===== src/assert_macros.svh =====
// assertion macros shared by the rtl
`ifndef ASSERT_MACROS_SVH
`define ASSERT_MACROS_SVH

// property checked on every rising clock edge outside reset
`define ASSERT_CLK(label, prop, msg) \
  label: assert property (@(posedge clk_i) disable iff (!rst_ni) (prop)) else $error(msg);

`endif


===== src/aes_ctr_pkg.sv =====
// package: types, s-box and round helpers for the aes-256 ctr block
package aes_ctr_pkg;

  localparam int unsigned RoundKeyCount = 15;
  localparam int unsigned KeyHalves     = 2 * RoundKeyCount;
  localparam int unsigned LastRound     = RoundKeyCount - 1;
  localparam int unsigned BlockBytes    = 16;
  localparam int unsigned RoundW        = $clog2(RoundKeyCount);
  localparam int unsigned FifoDepth     = 2;

  typedef enum logic {
    REQ_KEY  = 1'b0,
    REQ_DATA = 1'b1
  } req_type_e;

  typedef enum logic [1:0] {
    ST_IDLE,
    ST_ROUND,
    ST_OUT
  } eng_state_e;

  // work item passed from front to back
  typedef struct packed {
    logic [63:0] ctr;
    logic [63:0] data_low;
    logic [63:0] data_high;
    logic [4:0]  count;
  } job_t;

  function automatic logic [7:0] sbox(input logic [7:0] x);
    logic [7:0] tab [256];
    tab = '{
      8'h63,8'h7c,8'h77,8'h7b,8'hf2,8'h6b,8'h6f,8'hc5,8'h30,8'h01,8'h67,8'h2b,8'hfe,8'hd7,8'hab,8'h76,
      8'hca,8'h82,8'hc9,8'h7d,8'hfa,8'h59,8'h47,8'hf0,8'had,8'hd4,8'ha2,8'haf,8'h9c,8'ha4,8'h72,8'hc0,
      8'hb7,8'hfd,8'h93,8'h26,8'h36,8'h3f,8'hf7,8'hcc,8'h34,8'ha5,8'he5,8'hf1,8'h71,8'hd8,8'h31,8'h15,
      8'h04,8'hc7,8'h23,8'hc3,8'h18,8'h96,8'h05,8'h9a,8'h07,8'h12,8'h80,8'he2,8'heb,8'h27,8'hb2,8'h75,
      8'h09,8'h83,8'h2c,8'h1a,8'h1b,8'h6e,8'h5a,8'ha0,8'h52,8'h3b,8'hd6,8'hb3,8'h29,8'he3,8'h2f,8'h84,
      8'h53,8'hd1,8'h00,8'hed,8'h20,8'hfc,8'hb1,8'h5b,8'h6a,8'hcb,8'hbe,8'h39,8'h4a,8'h4c,8'h58,8'hcf,
      8'hd0,8'hef,8'haa,8'hfb,8'h43,8'h4d,8'h33,8'h85,8'h45,8'hf9,8'h02,8'h7f,8'h50,8'h3c,8'h9f,8'ha8,
      8'h51,8'ha3,8'h40,8'h8f,8'h92,8'h9d,8'h38,8'hf5,8'hbc,8'hb6,8'hda,8'h21,8'h10,8'hff,8'hf3,8'hd2,
      8'hcd,8'h0c,8'h13,8'hec,8'h5f,8'h97,8'h44,8'h17,8'hc4,8'ha7,8'h7e,8'h3d,8'h64,8'h5d,8'h19,8'h73,
      8'h60,8'h81,8'h4f,8'hdc,8'h22,8'h2a,8'h90,8'h88,8'h46,8'hee,8'hb8,8'h14,8'hde,8'h5e,8'h0b,8'hdb,
      8'he0,8'h32,8'h3a,8'h0a,8'h49,8'h06,8'h24,8'h5c,8'hc2,8'hd3,8'hac,8'h62,8'h91,8'h95,8'he4,8'h79,
      8'he7,8'hc8,8'h37,8'h6d,8'h8d,8'hd5,8'h4e,8'ha9,8'h6c,8'h56,8'hf4,8'hea,8'h65,8'h7a,8'hae,8'h08,
      8'hba,8'h78,8'h25,8'h2e,8'h1c,8'ha6,8'hb4,8'hc6,8'he8,8'hdd,8'h74,8'h1f,8'h4b,8'hbd,8'h8b,8'h8a,
      8'h70,8'h3e,8'hb5,8'h66,8'h48,8'h03,8'hf6,8'h0e,8'h61,8'h35,8'h57,8'hb9,8'h86,8'hc1,8'h1d,8'h9e,
      8'he1,8'hf8,8'h98,8'h11,8'h69,8'hd9,8'h8e,8'h94,8'h9b,8'h1e,8'h87,8'he9,8'hce,8'h55,8'h28,8'hdf,
      8'h8c,8'ha1,8'h89,8'h0d,8'hbf,8'he6,8'h42,8'h68,8'h41,8'h99,8'h2d,8'h0f,8'hb0,8'h54,8'hbb,8'h16
    };
    return tab[x];
  endfunction

  function automatic logic [7:0] xtime(input logic [7:0] x);
    return {x[6:0], 1'b0} ^ (x[7] ? 8'h1b : 8'h00);
  endfunction

  // subbytes, shiftrows and optional mixcolumns; byte j at bits 8j+7:8j
  function automatic logic [127:0] aes_round(input logic [127:0] s, input logic last);
    logic [127:0] t;
    logic [127:0] m;
    logic [7:0]   a0, a1, a2, a3, al;
    for (int c = 0; c < 4; c++) begin
      for (int r = 0; r < 4; r++) begin
        t[8*(4*c+r) +: 8] = sbox(s[8*(4*((c+r)%4)+r) +: 8]);
      end
    end
    for (int c = 0; c < 4; c++) begin
      a0 = t[8*(4*c)   +: 8];
      a1 = t[8*(4*c+1) +: 8];
      a2 = t[8*(4*c+2) +: 8];
      a3 = t[8*(4*c+3) +: 8];
      al = a0 ^ a1 ^ a2 ^ a3;
      m[8*(4*c)   +: 8] = a0 ^ al ^ xtime(a0 ^ a1);
      m[8*(4*c+1) +: 8] = a1 ^ al ^ xtime(a1 ^ a2);
      m[8*(4*c+2) +: 8] = a2 ^ al ^ xtime(a2 ^ a3);
      m[8*(4*c+3) +: 8] = a3 ^ al ^ xtime(a3 ^ a0);
    end
    return last ? t : m;
  endfunction

endpackage


===== src/aes_ctr_fifo.sv =====
// short job queue between front and back
module aes_ctr_fifo import aes_ctr_pkg::*; (
  input  logic clk_i,
  input  logic rst_ni,
  input  logic push_i,
  input  job_t push_data_i,
  output logic full_o,
  input  logic pop_i,
  output logic empty_o,
  output job_t pop_data_o
);

  `include "assert_macros.svh"

  job_t       mem_q [FifoDepth];
  logic [0:0] wp_q, rp_q;
  logic [1:0] cnt_q;

  assign full_o     = cnt_q == 2'(FifoDepth);
  assign empty_o    = cnt_q == 2'd0;
  assign pop_data_o = mem_q[rp_q];

  always_ff @(posedge clk_i) begin
    if (push_i) mem_q[wp_q] <= push_data_i;
  end

  always_ff @(posedge clk_i or negedge rst_ni) begin
    if (!rst_ni) begin
      wp_q  <= '0;
      rp_q  <= '0;
      cnt_q <= '0;
    end else begin
      if (push_i) wp_q <= wp_q + 1'b1;
      if (pop_i)  rp_q <= rp_q + 1'b1;
      cnt_q <= cnt_q + 2'(push_i) - 2'(pop_i);
    end
  end

  `ASSERT_CLK(a_no_overflow, !(push_i && full_o), "push into full queue")
  `ASSERT_CLK(a_no_underflow, !(pop_i && empty_o), "pop from empty queue")
  `ASSERT_CLK(a_cnt_range, cnt_q <= 2'(FifoDepth), "queue count out of range")

endmodule


===== config.mk =====
export PLATFORM = sky130hd
export DESIGN_NAME = aes_ctr_fifo
export DESIGN_NICKNAME = d
export VERILOG_FILES = /design/src/aes_ctr_pkg.sv /design/src/aes_ctr_fifo.sv
export VERILOG_INCLUDE_DIRS = /design/src /design/src/src
export SDC_FILE = /design/constraint.sdc
export NUM_CORES = 1
export LEC_CHECK = 0
export ABC_AREA = 0
export ABC_CLOCK_PERIOD_IN_PS = 11100
export BUFFER_PORTS_ARGS = -buffer_cell sky130_fd_sc_hd__buf_2
export CORE_ASPECT_RATIO = 0.6
export CORE_MARGIN = 4
export CORE_UTILIZATION = 52
export CTS_CLUSTER_SIZE = 25
export DETAILED_ROUTE_END_ITERATION = 7
export PLACE_DENSITY = 0.79
export SYNTH_ARGS = -nofsm -noshare
export SYNTH_HDL_FRONTEND = slang
export SYNTH_SLANG_ARGS = --single-unit

===== constraint.sdc =====
create_clock -name clk_i -period 11.1 [get_ports clk_i]
set_input_delay 0.555 -clock clk_i [delete_from_list [all_inputs] [get_ports clk_i]]
set_output_delay 0.555 -clock clk_i [all_outputs]
set_load 0.05 [all_outputs]

Word-level counts from Yosys, hierarchy flattened --
Memories as Yosys holds them, arrays and structs flattened. Index checks and enable logic that the tools add are counted.
Word-level totals: memories 1, bits in writable memories 394, bits in registers 4, output and inout port bits 199
Operators by class: $add $sub $neg 4, multiplexer cells 2, reductions and logical operators 1, equality and inequality tests 1
Memory list:
- mem_q | depth 2, width 197, rd ports 1, clocked after Yosys merged registers in 0, wr ports 1, line aes_ctr_fifo.sv:15 | job_t mem_q [FifoDepth];
Operator list (number):
- adder 1 bit (second input constant) | 2
- adder 2 x 1 -> 2 bit | 1
- == test 2 bit (second input constant) | 1
- zero test 2 bit | 1
- 2-to-1 mux 1 bit | 2
- subtractor 2 x 1 -> 2 bit | 1

Longest topological paths before layout --
Gate-level depths: netlist of run 1.
depth after elaboration 2, mapped depth 5

Worst setup path before layout of run 1 --
No wires, ideal clock.
path type reg-to-reg, start reg wp_q, end mem mem_q[0][0] in the netlist's numbering (enable), cell stages (with the launch flop) 2, path buffers 0, path slack 1.230 ns, clock period less this slack 9.870 ns, arrival time 9.089 ns, required time 10.319 ns, path through dfrtp_1 -> nor2b_1
RTL lines:
- start, declared | line aes_ctr_fifo.sv:16 | logic [0:0] wp_q, rp_q;
- start signal, assigned | line aes_ctr_fifo.sv:33 | if (push_i) wp_q <= wp_q + 1'b1;
- end, declared | line aes_ctr_fifo.sv:15
Straight into the memory's write port.

==> results of run 1 <==
==> timing repair <==
action,in CTS,in global routing
endpoints found under the setup margin,0,0
hold buffers,1,0
hold endpoints to repair,4,0
==> power by group through the flow <==
stage / sequential [mW] / clock [mW] / combinational (mW)
3_3_place_gp: 2.12 / 0 / 2.34
3_5_place_dp: 2.13 / 0 / 2.35
4_1_cts: 2.10 / 1.18 / 2.36
2_1_floorplan: 2.15 / 0 / 1.96
5_1_grt: 2.12 / 1.26 / 2.43
6_report: 2.09 / 1.15 / 2.33
==> kinds of logic after synthesis <==
group / count (synthesis) / share of synthesized area, %
flip-flops: 398 / 80.28
multiplexers: 197 / 17.45
buffers and inverters: 24 / 1.675
AND/OR/NAND/NOR: 4 / 0.1515
XOR/XNOR: 3 / 0.2778
adder cells (fa/ha/maj): 2 / 0.1683
==> final cells by class <==
type / instances / area [um2] / share of cell area (%)
diodes: 5 / 12.51 / 0.06854
clock buffers: 46 / 959.7 / 5.257
clock inverters: 16 / 121.4 / 0.6648
inverters: 2 / 7.507 / 0.04112
multi-input cells: 206 / 2693 / 14.75
flip-flops and latches: 398 / 11940 / 65.38
well taps: 367 / 459.2 / 2.515
repair buffers: 408 / 2067 / 11.32
==> state kept, by name (all words and copies together) (netlist names) <==
name   cells
wp_q       1
mem_q    394
rp_q       1
cnt_q      2
==> layout by cell type, fill, tap and decap left out <==
| cell type | synthesis | layout |
|---|---|---|
| nor2_1 | 1 | 1 |
| clkinv_2 | 0 | 6 |
| clkinvlp_4 | 0 | 2 |
| edfxtp_1 | 394 | 394 |
| mux2_2 | 96 | 96 |
| and2_4 | 0 | 1 |
| bufinv_16 | 0 | 1 |
| ha_1 | 2 | 2 |
| dlygate4sd3_1 | 0 | 1 |
| inv_1 | 2 | 2 |
| clkbuf_16 | 0 | 37 |
| clkinv_4 | 0 | 2 |
| mux2_1 | 1 | 1 |
| nor2b_4 | 0 | 1 |
| buf_4 | 0 | 8 |
| xor2_1 | 2 | 2 |
| xor3_1 | 1 | 1 |
| inv_6 | 0 | 2 |
| dfrtp_4 | 0 | 1 |
| clkinv_1 | 0 | 3 |
| mux2_4 | 100 | 100 |
| clkbuf_1 | 0 | 9 |
| buf_2 | 7 | 399 |
| nor2b_1 | 2 | 1 |
| diode_2 | 0 | 5 |
| dfrtp_1 | 4 | 3 |
==> routing by layer <==
metal	GRT usage, %	vias up	share of wire, %
met3	7.214	68	10
met5	0	-	0.29
met2	30.50	355	48
met4	5.890	14	2.5
li1	-	3362	-
met1	24.08	3688	39
==> worst register-to-register path, stage by stage, from the launching register on <==
cell and delay [ps]:
dfrtp_1 410, and2_4 780, buf_4 860
==> path summary, 6_finish.rpt <==
kind	to	from	cells past startpoint
worst max-delay path	pop_data_o[163]	rp_q	4
worst min-delay path	mem_q[0][59]	push_data_i[59]	1
min in group asynchronous	rp_q	rst_ni	2
worst max register to register	mem_q[1][105]	wp_q	2
worst min register to register	wp_q	wp_q	1
max in group asynchronous	rp_q	rst_ni	2
==> results.py, run 1 <==
metrics = {
    "placed_design": {
        "hpwl_mm": 21.51,
        "placed_area_um2": 17150,
        "place_ws_ps": 7630,
        "dpl.cell_count": 1380,
        "gp_congestion": 0.8508,
        "port_buffers": 399,
    },
    "die": {
        "start_util_pct": 53.32,
        "die_w_um": 226.3,
        "rows": 47,
        "coreArea_um2": 27870,
        "die_h_um": 139.0,
        "die_area_um2": 31440,
        "io_pins": 400,
    },
    "critical_path": {
        "critPathLaunchType": "flip-flop",
        "crit_arrival_ps": 3400,
        "r2r_slack_ps": 8590,
        "critPathKind": "flip-flop to output pin",
        "cp_top_family": "buffers and inverters",
        "cp_slowest_stage_delay_ps": 840,
        "critPathBufInv": 3,
        "required_ps": 10550,
        "crit_path_cell_trace": "buf_4, buf_4, mux2_2, buf_2",
        "cpMaxStageDelayCell": "buf_4",
        "cp_common_cell": "buf_4",
        "end_kind": "output pin",
        "path_max_fanout": 57,
    },
    "min_path": {
        "min-delay-path-class": "input pin to flip-flop",
    },
    "sta": {
        "tightest_slew_ps": 1037,
        "finalSetupTns_ps": 0,
        "setup_ws_ps": 7143,
        "drv_slew": 0,
        "max_freq_mhz": 252.7,
        "setup_viol": 0,
        "fin_skew_ps": 17.11,
        "min_period_ps": 3957,
        "rsz0062_at_grt": "no",
        "max_slew_margin_pct": 30.88,
        "whs_ps": 237.8,
        "post-route-period-util_pct": 35.65,
        "hold_viol": 0,
    },
    "pwr": {
        "combPwrFrac_pct": 41.9,
        "sequentialPowerShare_pct": 37.5,
        "p_switching_mw": 2.258,
        "pwr-share-clk_pct": 20.6,
        "p_int_mw": 3.317,
        "power_density_nw_per_um2": 305.4,
        "p_total_mw": 5.576,
        "swShare_pct": 40.50,
        "vdd_drop_max_mv": 0.2209,
        "p_leak_nw": 7.153,
    },
    "synthesis": {
        "synth_nets": 831,
        "yosysMostFrequentCell": "edfxtp_1",
        "synth.distinct_cells": 15,
        "ys_seq_elements": 398,
        "synth-async-reset-ratio_pct": 1.005,
        "synth.top_cell.area_share_pct": 79.60,
        "ys_top_cells_by_count": "394 x edfxtp_1, 100 x mux2_4, 96 x mux2_2",
        "syn_inst": 628,
        "synth_area_leader_cell": "edfxtp_1",
        "ys_warn_count": 0,
        "syn_area_um2": 14860,
        "yosysSeqAreaShare_pct": 80.28,
        "yosys-top-cells-area": "edfxtp_1 80%, mux2_4 10%, mux2_2 7.3%",
        "synth_enable_flop_cells": 394,
        "syn_area_per_cell_um2": 23.67,
        "synth_top_flop_cell": "edfxtp_1",
    },
    "final_layout": {
        "fillers": 1907,
        "drive_gt1_share_pct": 60.97,
        "design_area_um2": 18260,
        "area_growth_pct": 22.82,
        "nets": 1256,
        "utilization_pct": 65.49,
        "fin_cells": 1448,
    },
    "route": {
        "vias_per_cell": 5.171,
        "routedWlPerCell_um": 21.24,
        "num_vias": 7487,
        "dr.pass1.iters": 4,
        "drt-total-wl_mm": 30.75,
        "drtIter0Drc": 549,
        "drtAntennaViolNets": 0,
        "drc": 0,
    },
    "global_routing": {
        "first_global_vias": 7825,
        "grt_util_all_layers_pct": 18.93,
        "grt_max_degree": 73,
        "grt_overflow": 0,
        "antenna_found_initial": 11,
        "grt_pass1_wl_mm": 45.40,
    },
    "job": {
        "cap_violations": 0,
    },
    "clock_network": {
        "postCtsResizedCells": 0,
        "cts_root_buffer": "clkbuf_16",
        "insertion_delay_ps": 500,
        "htree_levels": 2,
        "cts.sinks": 398,
        "cts_setup_buffers": 0,
        "numCtsBuffers": 37,
        "cts.reportedPaths.clkPinSlew_ps": 70,
        "clock_path_buffers": 3,
        "cts_tree": "built",
    },
    "outcome": {
        "outcome": "finished, final reports clean",
    },
}
Power figures use the tool's default switching activity.
==> run 2, diff against run 1 <==
--- a/config.mk
+++ b/config.mk
@@ -7,14 +7,14 @@
 export NUM_CORES = 1
 export LEC_CHECK = 0
 export ABC_AREA = 0
-export ABC_CLOCK_PERIOD_IN_PS = 11100
+export ABC_CLOCK_PERIOD_IN_PS = 3400
 export BUFFER_PORTS_ARGS = -buffer_cell sky130_fd_sc_hd__buf_2
 export CORE_ASPECT_RATIO = 0.6
 export CORE_MARGIN = 4
-export CORE_UTILIZATION = 52
+export CORE_UTILIZATION = 47
 export CTS_CLUSTER_SIZE = 25
 export DETAILED_ROUTE_END_ITERATION = 7
-export PLACE_DENSITY = 0.79
+export PLACE_DENSITY = 0.75
 export SYNTH_ARGS = -nofsm -noshare
 export SYNTH_HDL_FRONTEND = slang
 export SYNTH_SLANG_ARGS = --single-unit
==> constraint.sdc (replaced) <==
create_clock -name clk_i -period 3.4 [get_ports clk_i]
set_input_delay 0.17 -clock clk_i [delete_from_list [all_inputs] [get_ports clk_i]]
set_output_delay 0.17 -clock clk_i [all_outputs]
set_load 0.05 [all_outputs]
==> run 2 against run 1 <==
Critical path depth is 1 lower. Power grew to 3.4 times the previous value. Register-to-register slack worse by 7100 ps. First-iteration DRC count is 9.8% lower. Clock skew is 5.7 ps lower. Combinational power grew to 3.5 times the previous value. Clock power grew to 3.5 times the previous value. Critical endpoint is now pop_data_o[157]. Largest power group unchanged.
==> results.py, run 2 (same netlist as run 1, synthesis figures left out) <==
metrics = {
    "final_layout": {
        "fin_cells": 1702,
        "design_area_um2": 20520,
        "fillers": 2024,
        "largest_register_ffs": 394,
        "area_growth_pct": 38.08,
        "utilization_pct": 65.87,
        "nets": 1458,
        "layout_commonest_cell": "buf_2",
        "seqCellArea_um2": 11940,
        "top_regs": "mem_q x394, cnt_q x2",
        "multi_input_area_um2": 2693,
        "drive_gt1_share_pct": 51.17,
        "regMostFlops": "mem_q",
        "layout_common_cells": "399 x buf_2, 394 x edfxtp_1, 201 x dlygate4sd3_1, 100 x mux2_4, 96 x mux2_2",
    },
    "outcome": {
        "outcome": "finished, final reports clean",
    },
    "pwr": {
        "vdd_drop_max_mv": 0.6424,
        "power_density_nw_per_um2": 918.2,
        "p_leak_nw": 8.069,
        "p_total_mw": 18.84,
    },
    "die": {
        "die_area_um2": 34630,
        "die_h_um": 145.7,
        "coreArea_um2": 31150,
        "die_w_um": 237.6,
        "start_util_pct": 47.71,
        "rows": 50,
        "io_pins": 400,
    },
    "sta": {
        "tightest_slew_ps": 852.2,
        "whs_ps": 365.1,
        "hold_viol": 0,
        "post-route-period-util_pct": 66.48,
        "fin_skew_ps": 11.38,
        "max_freq_mhz": 442.4,
        "min_period_ps": 2260,
        "rsz0062_at_grt": "no",
        "setup_ws_ps": 1140,
        "setup_viol": 0,
        "max_slew_margin_pct": 43.18,
        "drv_slew": 0,
        "finalSetupTns_ps": 0,
    },
    "critical_path": {
        "critPathCapture": "pop_data_o[157]",
        "required_ps": 3230,
        "r2r_cells": 2,
        "r2r_start": "wp_q",
        "cp-startpoint": "rp_q",
        "r2r_slack_ps": 1520,
        "crit_arrival_ps": 2090,
        "path_max_fanout": 77,
        "critPathLaunchType": "flip-flop",
        "r2r-end": "mem_q[1][118]",
        "end_kind": "output pin",
        "critPathKind": "flip-flop to output pin",
    },
    "global_routing": {
        "first_global_vias": 8997,
        "grt_pass1_wl_mm": 51.02,
        "grt_util_all_layers_pct": 18.87,
        "antenna_found_initial": 4,
        "grt_overflow": 0,
        "grt_max_degree": 125,
    },
    "clock_network": {
        "cts.reportedPaths.clkPinSlew_ps": 70,
        "cts_root_buffer": "clkbuf_16",
        "cts.sinks": 398,
        "htree_levels": 2,
        "cts_tree": "built",
        "clock_path_buffers": 3,
        "insertion_delay_ps": 520,
        "postCtsResizedCells": 0,
        "numCtsBuffers": 37,
    },
    "route": {
        "drt-total-wl_mm": 33.45,
        "dr.pass1.iters": 4,
        "drc": 0,
        "vias_per_cell": 4.871,
        "routedWlPerCell_um": 19.65,
        "drtAntennaViolNets": 0,
        "drtIter0Drc": 495,
        "num_vias": 8291,
    },
    "placed_design": {
        "placed_area_um2": 17330,
        "port_buffers": 399,
        "hpwl_mm": 20.38,
        "gp_congestion": 0.7519,
        "dpl.cell_count": 1431,
        "place_ws_ps": 1504,
    },
    "min_path": {
        "min-delay-path-class": "input pin to flip-flop",
    },
    "job": {
        "cap_violations": 0,
    },
}
run 2: cell count changes in the layout (fill, tap and decap cells not counted), sizes merged:
cell	change
buf	+2
dlygate4sd3	+200
inv	-1
diode	-1
clkbuf	+1
clkinv	+2
bufinv	+2
run 2: routing by layer:
layer / GRT usage, % / routed length, um
met2: 33.25 / 17270
met4: 5.512 / 769
met5: 0 / 0
met3: 5.777 / 2507
met1: 22.55 / 12900
run 2: area by class of cell:
cell class,count,share of cell area [%]
repair buffers,610,20.39
inverters,2,0.03658
diodes,4,0.04877
well taps,416,2.536
clock buffers,47,4.902
flip-flops and latches,398,58.16
clock inverters,19,0.8109
multi-input cells,206,13.12
run 2: timing repair:
action / CTS / global route
endpoints found under the hold margin: 401 / 0
hold buffers: 201 / 0
setup buffers: 0 / 0
run 2: critical path, cell delays in order, from the launching register on:
cell and delay (ps):
dfrtp_4 470, buf_12 410, mux2_2 410, buf_2 220
run 2: worst min-delay path by stage:
stage / start / endpoint / slack (ps) / cells past startpoint
after detailed placement: rst_ni / cnt_q[0] / -20 / 1
after global routing: push_data_i[164] / mem_q[0][164] / 340 / 2
after global placement: rst_ni / wp_q / -20 / 1
final: push_data_i[164] / mem_q[0][164] / 370 / 2
after CTS: push_data_i[164] / mem_q[0][164] / 330 / 2
after floorplan: rst_ni / cnt_q[0] / -130 / 0
run 2: where the power goes:
group	leakage (nW)	internal (mW)	total (mW)	switching (mW)
registers	3.74	6.51	6.74	0.229
clock network	0.565	2.32	4.05	1.72
logic	3.76	2.44	8.06	5.62
