===== config.mk =====
export PLATFORM = sky130hd
export DESIGN_NAME = aes_ctr_front
export DESIGN_NICKNAME = d
export VERILOG_FILES = /design/src/assert_macros.svh /design/src/aes_ctr_pkg.sv /design/src/aes_ctr_front.sv
export SDC_FILE = /design/constraint.sdc
export NUM_CORES = 1
export LEC_CHECK = 0
export ABC_AREA = 0
export ABC_CLOCK_PERIOD_IN_PS = 6900
export BUFFER_PORTS_ARGS = -buffer_cell sky130_fd_sc_hd__clkbuf_2
export CAP_MARGIN = 20
export CELL_PAD_IN_SITES_DETAIL_PLACEMENT = 2
export CELL_PAD_IN_SITES_GLOBAL_PLACEMENT = 2
export CORE_MARGIN = 2
export CORE_UTILIZATION = 24
export DETAILED_ROUTE_END_ITERATION = 8
export HOLD_SLACK_MARGIN = 0.15
export PLACE_DENSITY_LB_ADDON = 0.1
export SETUP_SLACK_MARGIN = 0.05
export SKIP_CTS_REPAIR_TIMING = 1
export SLEW_MARGIN = 20
export SYNTH_ARGS = -nofsm -noshare
export SYNTH_HDL_FRONTEND = slang
export SYNTH_SLANG_ARGS = --single-unit

===== constraint.sdc =====
create_clock -name clk_i -period 6.9 [get_ports clk_i]
set_clock_uncertainty 0.05 [all_clocks]
set_input_delay 0.69 -clock clk_i [delete_from_list [all_inputs] [get_ports clk_i]]
set_output_delay 0.69 -clock clk_i [all_outputs]
set_load 0.01 [all_outputs]

===== src/assert_macros.svh =====
// assertion macros shared by the rtl
`ifndef ASSERT_MACROS_SVH
`define ASSERT_MACROS_SVH

// property checked on every rising clock edge outside reset
`define ASSERT_CLK(label, prop, msg) \
  label: assert property (@(posedge clk_i) disable iff (!rst_ni) (prop)) else $error(msg);

`endif


===== src/aes_ctr_pkg.sv =====
// package: types, s-box and round helpers for the aes-256 ctr block
package aes_ctr_pkg;

  localparam int unsigned RoundKeyCount = 15;
  localparam int unsigned KeyHalves     = 2 * RoundKeyCount;
  localparam int unsigned LastRound     = RoundKeyCount - 1;
  localparam int unsigned BlockBytes    = 16;
  localparam int unsigned RoundW        = $clog2(RoundKeyCount);
  localparam int unsigned FifoDepth     = 2;

  typedef enum logic {
    REQ_KEY  = 1'b0,
    REQ_DATA = 1'b1
  } req_type_e;

  typedef enum logic [1:0] {
    ST_IDLE,
    ST_ROUND,
    ST_OUT
  } eng_state_e;

  // work item passed from front to back
  typedef struct packed {
    logic [63:0] ctr;
    logic [63:0] data_low;
    logic [63:0] data_high;
    logic [4:0]  count;
  } job_t;

  function automatic logic [7:0] sbox(input logic [7:0] x);
    logic [7:0] tab [256];
    tab = '{
      8'h63,8'h7c,8'h77,8'h7b,8'hf2,8'h6b,8'h6f,8'hc5,8'h30,8'h01,8'h67,8'h2b,8'hfe,8'hd7,8'hab,8'h76,
      8'hca,8'h82,8'hc9,8'h7d,8'hfa,8'h59,8'h47,8'hf0,8'had,8'hd4,8'ha2,8'haf,8'h9c,8'ha4,8'h72,8'hc0,
      8'hb7,8'hfd,8'h93,8'h26,8'h36,8'h3f,8'hf7,8'hcc,8'h34,8'ha5,8'he5,8'hf1,8'h71,8'hd8,8'h31,8'h15,
      8'h04,8'hc7,8'h23,8'hc3,8'h18,8'h96,8'h05,8'h9a,8'h07,8'h12,8'h80,8'he2,8'heb,8'h27,8'hb2,8'h75,
      8'h09,8'h83,8'h2c,8'h1a,8'h1b,8'h6e,8'h5a,8'ha0,8'h52,8'h3b,8'hd6,8'hb3,8'h29,8'he3,8'h2f,8'h84,
      8'h53,8'hd1,8'h00,8'hed,8'h20,8'hfc,8'hb1,8'h5b,8'h6a,8'hcb,8'hbe,8'h39,8'h4a,8'h4c,8'h58,8'hcf,
      8'hd0,8'hef,8'haa,8'hfb,8'h43,8'h4d,8'h33,8'h85,8'h45,8'hf9,8'h02,8'h7f,8'h50,8'h3c,8'h9f,8'ha8,
      8'h51,8'ha3,8'h40,8'h8f,8'h92,8'h9d,8'h38,8'hf5,8'hbc,8'hb6,8'hda,8'h21,8'h10,8'hff,8'hf3,8'hd2,
      8'hcd,8'h0c,8'h13,8'hec,8'h5f,8'h97,8'h44,8'h17,8'hc4,8'ha7,8'h7e,8'h3d,8'h64,8'h5d,8'h19,8'h73,
      8'h60,8'h81,8'h4f,8'hdc,8'h22,8'h2a,8'h90,8'h88,8'h46,8'hee,8'hb8,8'h14,8'hde,8'h5e,8'h0b,8'hdb,
      8'he0,8'h32,8'h3a,8'h0a,8'h49,8'h06,8'h24,8'h5c,8'hc2,8'hd3,8'hac,8'h62,8'h91,8'h95,8'he4,8'h79,
      8'he7,8'hc8,8'h37,8'h6d,8'h8d,8'hd5,8'h4e,8'ha9,8'h6c,8'h56,8'hf4,8'hea,8'h65,8'h7a,8'hae,8'h08,
      8'hba,8'h78,8'h25,8'h2e,8'h1c,8'ha6,8'hb4,8'hc6,8'he8,8'hdd,8'h74,8'h1f,8'h4b,8'hbd,8'h8b,8'h8a,
      8'h70,8'h3e,8'hb5,8'h66,8'h48,8'h03,8'hf6,8'h0e,8'h61,8'h35,8'h57,8'hb9,8'h86,8'hc1,8'h1d,8'h9e,
      8'he1,8'hf8,8'h98,8'h11,8'h69,8'hd9,8'h8e,8'h94,8'h9b,8'h1e,8'h87,8'he9,8'hce,8'h55,8'h28,8'hdf,
      8'h8c,8'ha1,8'h89,8'h0d,8'hbf,8'he6,8'h42,8'h68,8'h41,8'h99,8'h2d,8'h0f,8'hb0,8'h54,8'hbb,8'h16
    };
    return tab[x];
  endfunction

  function automatic logic [7:0] xtime(input logic [7:0] x);
    return {x[6:0], 1'b0} ^ (x[7] ? 8'h1b : 8'h00);
  endfunction

  // subbytes, shiftrows and optional mixcolumns; byte j at bits 8j+7:8j
  function automatic logic [127:0] aes_round(input logic [127:0] s, input logic last);
    logic [127:0] t;
    logic [127:0] m;
    logic [7:0]   a0, a1, a2, a3, al;
    for (int c = 0; c < 4; c++) begin
      for (int r = 0; r < 4; r++) begin
        t[8*(4*c+r) +: 8] = sbox(s[8*(4*((c+r)%4)+r) +: 8]);
      end
    end
    for (int c = 0; c < 4; c++) begin
      a0 = t[8*(4*c)   +: 8];
      a1 = t[8*(4*c+1) +: 8];
      a2 = t[8*(4*c+2) +: 8];
      a3 = t[8*(4*c+3) +: 8];
      al = a0 ^ a1 ^ a2 ^ a3;
      m[8*(4*c)   +: 8] = a0 ^ al ^ xtime(a0 ^ a1);
      m[8*(4*c+1) +: 8] = a1 ^ al ^ xtime(a1 ^ a2);
      m[8*(4*c+2) +: 8] = a2 ^ al ^ xtime(a2 ^ a3);
      m[8*(4*c+3) +: 8] = a3 ^ al ^ xtime(a3 ^ a0);
    end
    return last ? t : m;
  endfunction

endpackage


===== src/aes_ctr_front.sv =====
// front: classifies beats, holds the counter and pushes data jobs
module aes_ctr_front import aes_ctr_pkg::*; (
  input  logic        clk_i,
  input  logic        rst_ni,
  input  logic        in_valid_i,
  output logic        in_stall_o,
  input  logic        req_type_i,
  input  logic        start_message_i,
  input  logic [63:0] data_low_i,
  input  logic [63:0] data_high_i,
  input  logic [4:0]  byte_count_i,
  output logic        key_we_o,
  output logic        job_valid_o,
  input  logic        job_full_i,
  input  logic        job_empty_i,
  input  logic        eng_busy_i,
  output job_t        job_o
);

  logic [63:0] ctr_q, ctr_d, ctr_use;
  logic        is_data;

  // key beats wait until no earlier data block can still read the keys
  assign is_data     = req_type_i == REQ_DATA;
  assign in_stall_o  = is_data ? job_full_i : (eng_busy_i || !job_empty_i);
  assign key_we_o    = in_valid_i && !is_data && !in_stall_o;
  assign job_valid_o = in_valid_i && is_data && !job_full_i;
  assign ctr_use     = start_message_i ? 64'd1 : ctr_q;

  always_comb begin
    ctr_d = ctr_q;
    if (job_valid_o) ctr_d = ctr_use + 64'd1;
  end

  always_comb begin
    job_o.ctr       = ctr_use;
    job_o.data_low  = data_low_i;
    job_o.data_high = data_high_i;
    job_o.count     = (byte_count_i > 5'(BlockBytes)) ? 5'(BlockBytes) : byte_count_i;
  end

  always_ff @(posedge clk_i or negedge rst_ni) begin
    if (!rst_ni) ctr_q <= 64'd1;
    else         ctr_q <= ctr_d;
  end

endmodule


# After elaboration in Yosys (flattened, before gate mapping)
# Index checks and enable logic that the tools add are counted.
[totals]
regBits = 64
latchBits = 0
wordCells = 15
mem_bits_rw = 0
mem_bits_ro = 0
memories = 0
[classes]
n_lt_le_gt_ge = 1
shifts = 0
bitwise_logic = 0
add_sub_neg = 1
eq_ne = 0
multipliers = 0
reduce_logical = 9
mux = 3
n_div = 0
[ops]
columns = ["cell", "n"]
rows = [
  ["$add 64x1->64 const B", 1],
  ["$mux 64", 1],
  ["$gt 5x5->1 const B", 1],
  ["$mux 5", 1],
  ["$logic_and 1x1->1", 4],
  ["$logic_not 1->1", 4],
  ["$logic_or 1x1->1", 1],
  ["$mux 1", 1],
]

# Longest topological paths before layout
# Gate-level depths: netlist of run 1.
[depth]
word_depth = 5
mapped_depth = 12

# Least setup slack after synthesis of run 1
# Ideal clock, no wire load.
[synth_timing]
path_type = "input to register"
from = "in start_message_i"
to = "reg ctr_q[50]"
cell_stages = 12
path_slack_ps = 3433
t_arrival_ps = 3337
path_buffers = 5
setup_ps = 80
path_cell_list = "buf_2 > clkbuf_1 > buf_2 > buf_2 > clkbuf_1 > or2_2 > ha_1 > nand3_1 > nor3b_4 > nand4_2 > nor4b_1 > xnor2_1"
[synth_via]
elab_chain_len = 2
[synth_lines]
columns = ["element", "line", "rtl"]
rows = [
  ["start, declared", "aes_ctr_front.sv:8", "input logic start_message_i,"],
  ["$mux 64", "aes_ctr_front.sv:28", "assign ctr_use = start_message_i ? 64'd1 : ctr_q;"],
  ["$add 64x1->64", "aes_ctr_front.sv:32", "if (job_valid_o) ctr_d = ctr_use + 64'd1;"],
  ["end signal, assigned", "aes_ctr_front.sv:44", "else ctr_q <= ctr_d;"],
  ["end, declared", "aes_ctr_front.sv:20", "logic [63:0] ctr_q, ctr_d, ctr_use;"],
]
# No other way between the ends.
# A chain may end at the register's enable or synchronous reset.

# Worst setup path in the final report of run 1
[layout_timing]
from = "in start_message_i"
to = "reg ctr_q[58]"
# Same word-level chain as after synthesis.

==> results of run 1 <==
==> power by group through the flow <==
stage,logic (W),clock network (W),registers (W)
final,0.0000628,0.000427,0.000401
after global routing,0.0000714,0.000462,0.000402
after CTS,0.0000657,0.000446,0.000400
after detailed placement,0.0000659,0,0.000407
after global placement,0.0000641,0,0.000406
after floorplan,0.000114,0,0.000401
==> through the flow <==
step                setup WS (ns)  hold WS [ns]
global route                 2.93         0.535
finish                       3.25         0.486
CTS                          3.18         0.492
global placement             3.00         0.463
floorplan                    3.43         0.344
detailed placement           2.83         0.483
==> routing by layer <==
metal | global-route usage [%] | vias up | share of wire [%]
met4 | 9.01 | 0 | 4.4
met1 | 20.1 | 2053 | 45
met5 | 0 | - | 0
met3 | 2.67 | 76 | 4.2
met2 | 25.3 | 115 | 47
li1 | - | 1894 | -
==> Yosys cell counts (2+ instances only) <==
| cell type | count | area (um^2) |
|---|---|---|
| nor4_2 | 4 | 50.1 |
| mux2i_1 | 5 | 50.1 |
| xor2_1 | 15 | 131 |
| nand4_1 | 22 | 138 |
| clkbuf_1 | 17 | 63.8 |
| inv_1 | 13 | 48.8 |
| or4_1 | 3 | 22.5 |
| a21oi_1 | 5 | 25.0 |
| o21ai_0 | 17 | 85.1 |
| and4_1 | 4 | 35.0 |
| xnor2_1 | 35 | 307 |
| nand2b_1 | 7 | 43.8 |
| or3_1 | 5 | 31.3 |
| nor2_1 | 34 | 128 |
| nor4_1 | 21 | 131 |
| nand2_1 | 86 | 323 |
| nand4b_1 | 9 | 78.8 |
| buf_4 | 128 | 961 |
| and3_1 | 6 | 37.5 |
| or2_2 | 2 | 12.5 |
| nand3_1 | 26 | 130 |
| nand3b_1 | 6 | 45.0 |
| nand4_2 | 2 | 25.0 |
| nor3_1 | 19 | 95.1 |
| dfrtp_1 | 63 | 1580 |
| buf_2 | 6 | 30.0 |
| and4b_1 | 2 | 20.0 |
| nor2b_1 | 57 | 357 |
==> logic make-up after synthesis <==
group,after synthesis,synth area share (%)
AO/OA/AOI/OAI,28,3.02
XOR/XNOR,50,8.52
adder cells (fa/ha/maj),1,0.243
buffers and inverters,165,21.5
flip-flops,64,31.2
multiplexers,5,0.974
AND/OR/NAND/NOR,321,34.5
==> tightest hold or removal path: cells and delay by family, from the launching register on <==
family | cells | cell delay (ns)
AO/OA/AOI/OAI | 1 | 0.07
AND/OR/NAND/NOR | 1 | 0.05
flip-flops | 1 | 0.40
==> cell usage in the layout, fill, tap and decap left out, types with 17 or more instances in the layout <==
cell / netlist / routed
nor2_1: 34 / 34
nor4_1: 21 / 21
nand4_1: 22 / 22
nand3_1: 26 / 26
nand2_1: 86 / 86
clkbuf_2: 0 / 82
o21ai_0: 17 / 17
dfrtp_1: 63 / 63
xnor2_1: 35 / 35
nor3_1: 19 / 19
nor2b_1: 57 / 57
==> final cells by class <==
type	count	area, um^2	area share [%]
well taps	275	344	6.70
multi-input cells	405	2430	47.3
clock buffers	12	256	4.99
flip-flops and latches	64	1600	31.2
inverters	13	48.8	0.950
repair buffers	88	453	8.81
clock inverters	1	5.00	0.0974
==> worst paths after layout <==
check | start | to | depth (start not counted)
hold / removal | ctr_q[0] | ctr_q[0] | 2
setup reg to reg | ctr_q[8] | ctr_q[59] | 5
setup / recovery | start_message_i | ctr_q[58] | 9
max in group asynchronous | rst_ni | ctr_q[51] | 2
hold reg to reg | ctr_q[0] | ctr_q[0] | 2
min in group asynchronous | rst_ni | ctr_q[14] | 2
==> run metrics, run 1 <==
filler cell count 2397; Setup violations, final 0; Top Registers ctr_q: 64 flops; DRT Wirelength 17.3 mm; maximum clock rate 0.274 GHz; Final ANT Viol Nets 0; Reg with most FFs ctr_q; TritonRoute pass-1 iters 4; commonest register cell after synthesis dfrtp_1; Crit-path slowest cell buf_4; Post-synth EDFFs 0; syn nets 776; Pwr Total 0.000891 W; CP Capture Type flip-flop; H-tree levels 3; final non-filler cell total 858; Layout area overhead 0.0000389%; Final Cycle Share 52.9%; Post-synth ARST share 100%; Util after Layout 24.4%; status finished clean; via/cell ratio 4.82; CTS tree done; placed insts 845; Finished Cell Area 5140 um^2; Synth Warn # 0; Final Hold Viols 0; critical path's top delay family simple AND/OR/NAND/NOR gates; flop2flop setup slack 4.10 ns; combinational share of power 7.0%; Sw Share 25.4%; Worst VDD drop 0.0948 mV; FP Rows 53; CP arrival 3.86 ns; Crit Path Class input pin to flip-flop; largest net degree at the start of global routing 65; IO Count 341; max reg flops 64; Period minus WS final 3.65 ns; DRT iter0 DRCs 126; DRC errors left 0; die footprint 22600 um^2; largest stage delay on the critical path 0.53 ns; final setup TNS 0 ns; CTS Root Cell clkbuf_16; Post-Syn Area per Cell 8.11 um^2; Placeable Area 21000 um^2; Slew Limit Fails 0; mapped cell area 5140 um^2; CTS Buffer Depth 2; Lkg Pwr 2.04 nW; routed vias 4138; Initial Utilization 24.4%; Nets 723; clk_lat worst skew 0.34 ns; Pint 0.000665 W; number of distinct library cells after synthesis 43; drt wl/cell 20.2 um; Req. time, crit path 7.11 ns; overall global routing resource usage 15.8%; sequential power share 45.0%; dpl cell area 4880 um^2; Tightest Pin Transition 0.946 ns; Power Dens Cells 173 nW/um^2; Num CTS Buffers 9; CP cell instances buf_4, buf_4, or2_2, ha_1, nand3_1, nor3b_4, nand4_2, nor4_1, xnor2_1; Die Height 150 um; Buf/Inv on CP 2; CP most frequent cell buf_4; critical path startpoint category input pin; Clock Sinks 64; Worst Hold Class flip-flop to flip-flop; Worst Path Max Fanout 58; Psw 0.000226 W; Congestion Overflow GR 0; IO buf count 84; share of layout cells above drive strength 1 19.0%; FF+latch count, synth 64; Die Wd 150 um; # diodes 0; Max Cap Violations 0; Post-Synthesis Cells 634; Routability Congestion 0.701; detailed placement HPWL 12.5 mm; Clk network pwr share 48.0%; vias in the first global route 4462; first-pass GRT wire length 26.9 mm; RSZ-0062 raised after global routing false; Slew headroom 36.9%; initial antenna violation count 0; Worst-path clk slew 0.05 ns; register area share after synthesis 31.2%
(Power assumes the default switching activity.)
==> inputs of run 2 (changes only) <==
--- a/config.mk
+++ b/config.mk
@@ -6,13 +6,13 @@
 export NUM_CORES = 1
 export LEC_CHECK = 0
 export ABC_AREA = 0
-export ABC_CLOCK_PERIOD_IN_PS = 6900
+export ABC_CLOCK_PERIOD_IN_PS = 3310
 export BUFFER_PORTS_ARGS = -buffer_cell sky130_fd_sc_hd__clkbuf_2
 export CAP_MARGIN = 20
 export CELL_PAD_IN_SITES_DETAIL_PLACEMENT = 2
 export CELL_PAD_IN_SITES_GLOBAL_PLACEMENT = 2
 export CORE_MARGIN = 2
-export CORE_UTILIZATION = 24
+export CORE_UTILIZATION = 20
 export DETAILED_ROUTE_END_ITERATION = 8
 export HOLD_SLACK_MARGIN = 0.15
 export PLACE_DENSITY_LB_ADDON = 0.1
==> constraint.sdc (replaced) <==
create_clock -name clk_i -period 3.31 [get_ports clk_i]
set_clock_uncertainty 0.05 [all_clocks]
set_input_delay 0.331 -clock clk_i [delete_from_list [all_inputs] [get_ports clk_i]]
set_output_delay 0.331 -clock clk_i [all_outputs]
set_load 0.01 [all_outputs]
==> run 2 against run 1 <==
Against the previous run: sequential cell count did not move; critical path depth fell by 2; die area rose by 19%; routed wire length rose by 2.7%; first-iteration DRC count fell by 12%; register-to-register slack got worse by 3.5 ns; design area rose by 3.8%; combinational power rose by 130%; cell count rose by 7.7%; critical path type is now flip-flop to flip-flop; largest power group unchanged.
==> run metrics, run 2 (synthesis results as in run 1) <==
Num CTS Buffers 9 (unchanged); TritonRoute pass-1 iters 4 (unchanged); largest net degree at the start of global routing 47 (was 65); Period minus WS final 2.72 ns; final non-filler cell total 924 (was 858); drt wl/cell 19.3 um (was 20.2 um); CTS tree done (unchanged); Top Registers ctr_q: 64 flops (unchanged); overall global routing resource usage 13.8% (was 15.8%); R2R cell count 7 (was 5); Req. time, crit path 3.52 ns (was 7.11 ns); max reg flops 64 (unchanged); Power Dens Cells 372 nW/um^2 (was 173 nW/um^2); Nets 732 (was 723); most frequent cells in the layout 86 x nand2_1, 82 x clkbuf_2, 63 x dfrtp_1 (unchanged); vias in the first global route 4676 (was 4462); maximum clock rate 0.368 GHz; Congestion Overflow GR 0 (unchanged); IO buf count 84 (unchanged); Max Cap Violations 0 (unchanged); routed vias 4190 (was 4138); Final Hold Viols 0 (unchanged); clk_lat worst skew 0.34 ns (about the same); Reg with most FFs ctr_q (unchanged); Lkg Pwr 2.11 nW (was 2.04 nW); Worst VDD drop 0.166 mV (was 0.0948 mV); Hold Path Depth 3 (was 2); Layout area overhead 3.82% (was 0.0000389%); Initial Utilization 20.4% (was 24.4%); DRT iter0 DRCs 111 (was 126); critical path startpoint category flip-flop (was input pin); Die Wd 164 um (was 150 um); via/cell ratio 4.53 (was 4.82); # diodes 0 (unchanged); Final Cycle Share 82.1%; CP Capture Type flip-flop (unchanged); FP Rows 58 (was 53); Die Height 164 um (was 150 um); DRT Wirelength 17.8 mm (was 17.3 mm); Clock Sinks 64 (unchanged); die footprint 27000 um^2 (was 22600 um^2); Setup violations, final 0 (unchanged); CTS Root Cell clkbuf_16 (unchanged); DRC errors left 0 (unchanged); Routability Congestion 0.719 (was 0.701); IO Count 341 (unchanged); Crit Path Class flip-flop to flip-flop (was input pin to flip-flop); Tightest Pin Transition 0.871 ns (was 0.946 ns); Final ANT Viol Nets 0 (unchanged); status finished clean (unchanged); Placeable Area 25200 um^2 (was 21000 um^2); detailed placement HPWL 13.3 mm (was 12.5 mm); first-pass GRT wire length 28.4 mm (was 26.9 mm); initial antenna violation count 0 (unchanged); RSZ-0062 raised after global routing false (unchanged); placed insts 908 (was 845); H-tree levels 3 (unchanged); commonest non-fill, non-tap cell in the layout nand2_1 (unchanged); filler cell count 2906 (was 2397); Worst Path Max Fanout 10 (was 58); Worst-path clk slew 0.06 ns (was 0.05 ns); share of layout cells above drive strength 1 20.5% (was 19.0%); CP arrival 2.93 ns (was 3.86 ns); Worst Hold Class input pin to flip-flop (was flip-flop to flip-flop); final setup TNS 0 ns (unchanged); Slew Limit Fails 0 (unchanged); CTS Buffer Depth 2 (unchanged); Slew headroom 41.9% (was 36.9%)
==> run 2: cell types whose count changed in the layout (fill, tap and decap cells not counted) <==
cell,change
buf_12,+1
buf_4,+7
bufinv_16,+1
clkbuf_1,-1
clkbuf_8,+1
clkinv_2,+1
dlygate4sd3_1,+1
==> run 2: per-layer routing <==
| metal | part of all wire (%) | global-route usage [%] |
|---|---|---|
| met5 | 0 | 0 |
| met2 | 45 | 21.3 |
| met4 | 4.1 | 7.26 |
| met3 | 4.0 | 2.05 |
| met1 | 47 | 18.5 |
==> run 2: cell type report <==
type | count | area, um^2 | area share [%]
clock buffers | 12 | 267 | 5.00
clock inverters | 3 | 40.0 | 0.750
inverters | 13 | 48.8 | 0.915
multi-input cells | 405 | 2430 | 45.5
flip-flops and latches | 64 | 1600 | 30.0
well taps | 330 | 413 | 7.74
repair buffers | 97 | 536 | 10.0
==> run 2: metrics by stage <==
| stage | worst slack (ns) | power, W | cell area (um^2) | utilization, % | hold WS (ns) |
|---|---|---|---|---|---|
| floorplan | 0.202 | 0.00107 | 5140 | - | -0.0146 |
| global placement | 0.504 | 0.000991 | 5020 | 19.9 | 0.460 |
| detailed placement | 0.446 | 0.000996 | 5020 | 19.9 | 0.457 |
| CTS | 0.535 | 0.00204 | 5330 | 21.1 | 0.0882 |
| global route | 0.352 | 0.00208 | 5340 | 21.2 | 0.423 |
| finish | 0.592 | 0.00199 | 5340 | 21.2 | 0.364 |
==> run 2: worst paths after layout <==
check	startpoint	endpoint	slack, ns
setup / recovery	ctr_q[0]	ctr_q[50]	0.59
hold / removal	start_message_i	ctr_q[19]	0.36
max in group asynchronous	rst_ni	ctr_q[0]	1.87
min in group asynchronous	rst_ni	ctr_q[14]	0.59
setup reg to reg	ctr_q[0]	ctr_q[50]	0.59
hold reg to reg	ctr_q[0]	ctr_q[0]	0.48
==> run 2: critical path: stages, from the launching register on <==
cell and delay [ns]:
dfstp_2 0.57, or2_2 0.12, ha_1 0.20, nand3_1 0.20
nor3b_4 0.43, nand4_2 0.42, nor4b_1 0.48, xnor2_1 0.16
==> run 2: where the power goes <==
group	internal (W)	total, W	leakage (nW)	switching (W)
Clock	0.000638	0.00101	0.154	0.000374
Sequential	0.000802	0.000833	0.885	0.0000313
Combinational	0.0000553	0.000142	1.07	0.0000867
Total	0.00150	0.00199	2.11	0.000492
